`src/rtl/rus_ram.sv`:
```
module rus_ram #(
   parameter int WIDTH = 1,
   parameter int DEPTH = 4
) (
   input  logic                     clock,
   input  logic                     we,
   input  logic [$clog2(DEPTH)-1:0] waddr,
   input  logic [WIDTH-1:0]         wdata,
   input  logic [$clog2(DEPTH)-1:0] raddr,
   output logic [WIDTH-1:0]         rdata
);

   logic [WIDTH-1:0] mem_ff [DEPTH];
   logic [WIDTH-1:0] rdata_ff;

   always_ff @(posedge clock) begin
      if (we) begin
         mem_ff[waddr] <= wdata;
      end
      rdata_ff <= mem_ff[raddr];
   end

   assign rdata = rdata_ff;

endmodule

```
`config.mk`:
```
export PLATFORM = sky130hd
export DESIGN_NAME = rus_ram
export DESIGN_NICKNAME = d
export VERILOG_FILES = /design/src/rtl/rus_ram.sv
export SDC_FILE = /design/constraint.sdc
export NUM_CORES = 1
export LEC_CHECK = 0
export ABC_AREA = 1
export BUFFER_PORTS_ARGS = -buffer_cell sky130_fd_sc_hd__clkbuf_2
export CAP_MARGIN = 25
export CORE_AREA = 2 2 39 41
export CTS_BUF_LIST = sky130_fd_sc_hd__clkbuf_16
export CTS_CLUSTER_SIZE = 40
export DETAILED_ROUTE_END_ITERATION = 16
export DIE_AREA = 0 0 41 43
export GPL_ROUTABILITY_DRIVEN = 0
export GPL_TIMING_DRIVEN = 0
export HOLD_SLACK_MARGIN = 0.06
export PLACE_DENSITY_LB_ADDON = 0.1
export SYNTH_ARGS = -nofsm -noshare
export SYNTH_HDL_FRONTEND = slang
export SYNTH_SLANG_ARGS = --single-unit
```
`constraint.sdc`:
```
create_clock -name clock -period 0.8 [get_ports clock]
set_input_delay 0.08 -clock clock [delete_from_list [all_inputs] [get_ports clock]]
set_output_delay 0.08 -clock clock [all_outputs]
set_load 0.02 [all_outputs]
```
==> summary.md <==
| Metric | Value |
|---|---|
| RSZ-0062 raised after global routing | false |
| Die Ht | 43 µm |
| Detailed placement HPWL | around 300 µm |
| CP Class | reg -> out |
| Final WL | 387 µm |
| Routed Antenna Nets | 0 |
| # IOs | 8 |
| Mux share of post-synthesis cell area | 0 |
| Clock sinks | 5 |
| Register area share after synthesis | 0.615 |
| Initial Util | 0.165 |
| N_diodes | 0 |
| Clk buf depth | 2 |
| Delay-heaviest family, CP | flip-flops |
| Filler cell count | 152 |
| Period utilization | 0.946 |
| CORE AREA | 1380 µm² |
| Post-Synth Simple-Gate Area | 0.236 |
| H-tree depth | 1 |
| Max-capacitance violation count | 0 |
| Data required, critical path | 720 ps |
| TritonCTS clock tree | built |
| Switching power | 0.000194 W |
| Switching Share | 0.167 |
| Final Worst Setup Slack | ~43 ps |
| Die span in x | 41 µm |
| Total GRT Usage | 0.0657 |
| Iteration-0 DRC Markers | 0 |
| FF-to-FF setup slack | 120 ps |
| Clock power share | 0.689 |
| Power density over cell area | 3220 nW/µm² |
| Share of power burned in combinational logic | 0.052 |
| DR DRC count | 0 |
| CP max-delay cell | dfxtp_1 |
| Crit Path Max Fanout | 1 |
| Synth Area in Compound Gates | 0 |
| Syn. warnings | 0 |
| Pre-CTS WS | 25.6 ps |
| CP startpoint kind | flop |
| Worst path bufs/invs | 1 |
| Post-cts gate resize count | 0 |
| Setup TNS Final | 0 ps |
| CP Cell Sequence | clkbuf_2 |
| Peak Freq | approximately 1300 MHz |
| Outcome | finished clean |
| Vias in the first global route | 175 |
| Post-synth top area share | 0.527 |
| Int Power | 0.000970 W |
| Top Usage Layer GRT | met4 |
| Final slew viol count | 0 |
| Unique masters post-synth | 7 |
| Layout cell share with drive strength beyond 1 | 0.306 |
| Flop pwr share | 0.259 |
| Root Driver | clkbuf_16 |
| Grt met3 use | 0.0471 |
| Endpoints failing setup | 0 |
| Post-Synth XOR/XNOR Area | 0 |
| Leakage power | 0.186 nW |
| Actual slew at the worst max-slew pin | 205 ps |
| Gr ovfl total | 0 |
| Peak VDD IR | 1000 µV |
| First-pass GRT wire length | 676 µm |
| Die area | 1760 µm² |
| CTS Buf Count | 3 |
| Layout Area Growth over Synthesis | 58.8% |
| Adder-cell share of the synthesized area | 0 |
| Main combinational cell family by area after synthesis | simple AND/OR/NAND/NOR gates |
| Clk slew on worst S/H paths | 30 ps |
| Min cycle time layout | 757 ps |
| Hold Crit Class | in -> reg |
| Post-Syn Nets | 32 |
| Post-CTS setup buffer count | 0 |
| Largest net degree at the start of global routing | 5 |
| Crit end category | primary output |
| CP peak stage delay | 300 ps |
| Top post-synthesis cells by area | edfxtp_1 (53%), inv_1 (15%), dfxtp_1 (8.8%), nand2_1 (8.2%), nor3_1 (6.6%) |
| Met1 Use GR | 0.0787 |
| Hold buffer count at cts | 0 |
| Port bufs | 7 |
| Slew HR | 0.862 |
| Area of the multi-input gates | 53.8 µm² |
| FF+latch area | 140 µm² |
| Final Cell Area | 362 µm² |
| Final hold viol count | 0 |
| Routed len/inst | between 7 and 8 µm |
| Mapped Area | about 230 µm² |
| CP arrival | 680 ps |
| Post-Place Cell Area | 283 µm² |
| Final Skew | a little over 0.5 ps |
| Num rows | 14 |
| Worst skew pair latency | 220 ps |
| Post-Syn Instances | 25 |
| Synth Register Bits | 5 |
| M2 GR Usage | 0.0625 |
| Via density | between 3 and 4 |
| Synth area leader | edfxtp_1 |
| Routed vias | roughly 180 |
| Nets@finish | 44 |
| DRT Pass-1 Iters | 1 |
| Initial antenna violation count | 0 |
| Syn_area_per_cell | 9.11 µm² |
[cells in the final DEF, fill, tap and decap left out]
| cell type | Yosys | layout |
|---|---|---|
| inv_1 | 9 | 10 |
| clkbuf_2 | 0 | 7 |
| nand2_1 | 5 | 5 |
| edfxtp_1 | 4 | 4 |
| nor3_1 | 3 | 3 |
| clkbuf_16 | 0 | 3 |
| nand3_1 | 2 | 2 |
| nor3_2 | 1 | 1 |
| dfxtp_1 | 1 | 1 |
[flip-flops by register name, indices dropped and copies added (netlist names)]
name / flops
mem_ff: 4
rdata: 1
[final timing paths]
kind                   from         to  depth (start not counted)
setup reg to reg  mem_ff[2]      rdata                          4
setup / recovery      rdata      rdata                          1
hold reg to reg   mem_ff[0]      rdata                          4
hold / removal        wdata  mem_ff[2]                          1
[metrics by stage]
step / utilization / total power [W] / hold WS (ps) / cells
global route: 0.261 / 0.00122 / 101 / 52
detailed placement: 0.204 / 0.000367 / 315 / 48
floorplan: - / 0.000337 / 179 / 25
CTS: 0.261 / 0.00119 / 80.5 / 52
finish: 0.261 / 0.00116 / 85.6 / 52
global placement: 0.204 / 0.000365 / 309 / 48
[per-layer routing]
metal | routed length, µm | part of all wire
met1 | 185 | 0.48
met2 | 156 | 0.40
met3 | 45 | 0.12
met4 | 0 | 0
met5 | 0 | 0
[kinds of logic after synthesis]
logic type / Yosys count
and+or+nand+nor: 11
buffers and inverters: 9
DFF: 5
[power groups by stage]
stage          combinational (W)  clock [W]  sequential [W]
2_1_floorplan          0.0000259          0        0.000311
3_3_place_gp           0.0000601          0        0.000305
3_5_place_dp           0.0000613          0        0.000305
4_1_cts                0.0000616   0.000822        0.000302
5_1_grt                0.0000707   0.000843        0.000302
6_report               0.0000603   0.000801        0.000302
[area by class of cell]
cell class | instances | share of cell area
clock buffers | 3 | 0.208
flip-flops and latches | 5 | 0.388
multi-input cells | 11 | 0.149
repair buffers | 7 | 0.0969
inverters | 9 | 0.0934
clock inverters | 1 | 0.0104
well taps | 16 | 0.0554
[synthesized netlist by cell type]
library cell and n:
dfxtp_1 1, edfxtp_1 4, nor3_2 1, nand3_1 2
nor3_1 3, nand2_1 5, inv_1 9
Note: power is estimated with default switching activity, not from simulation.
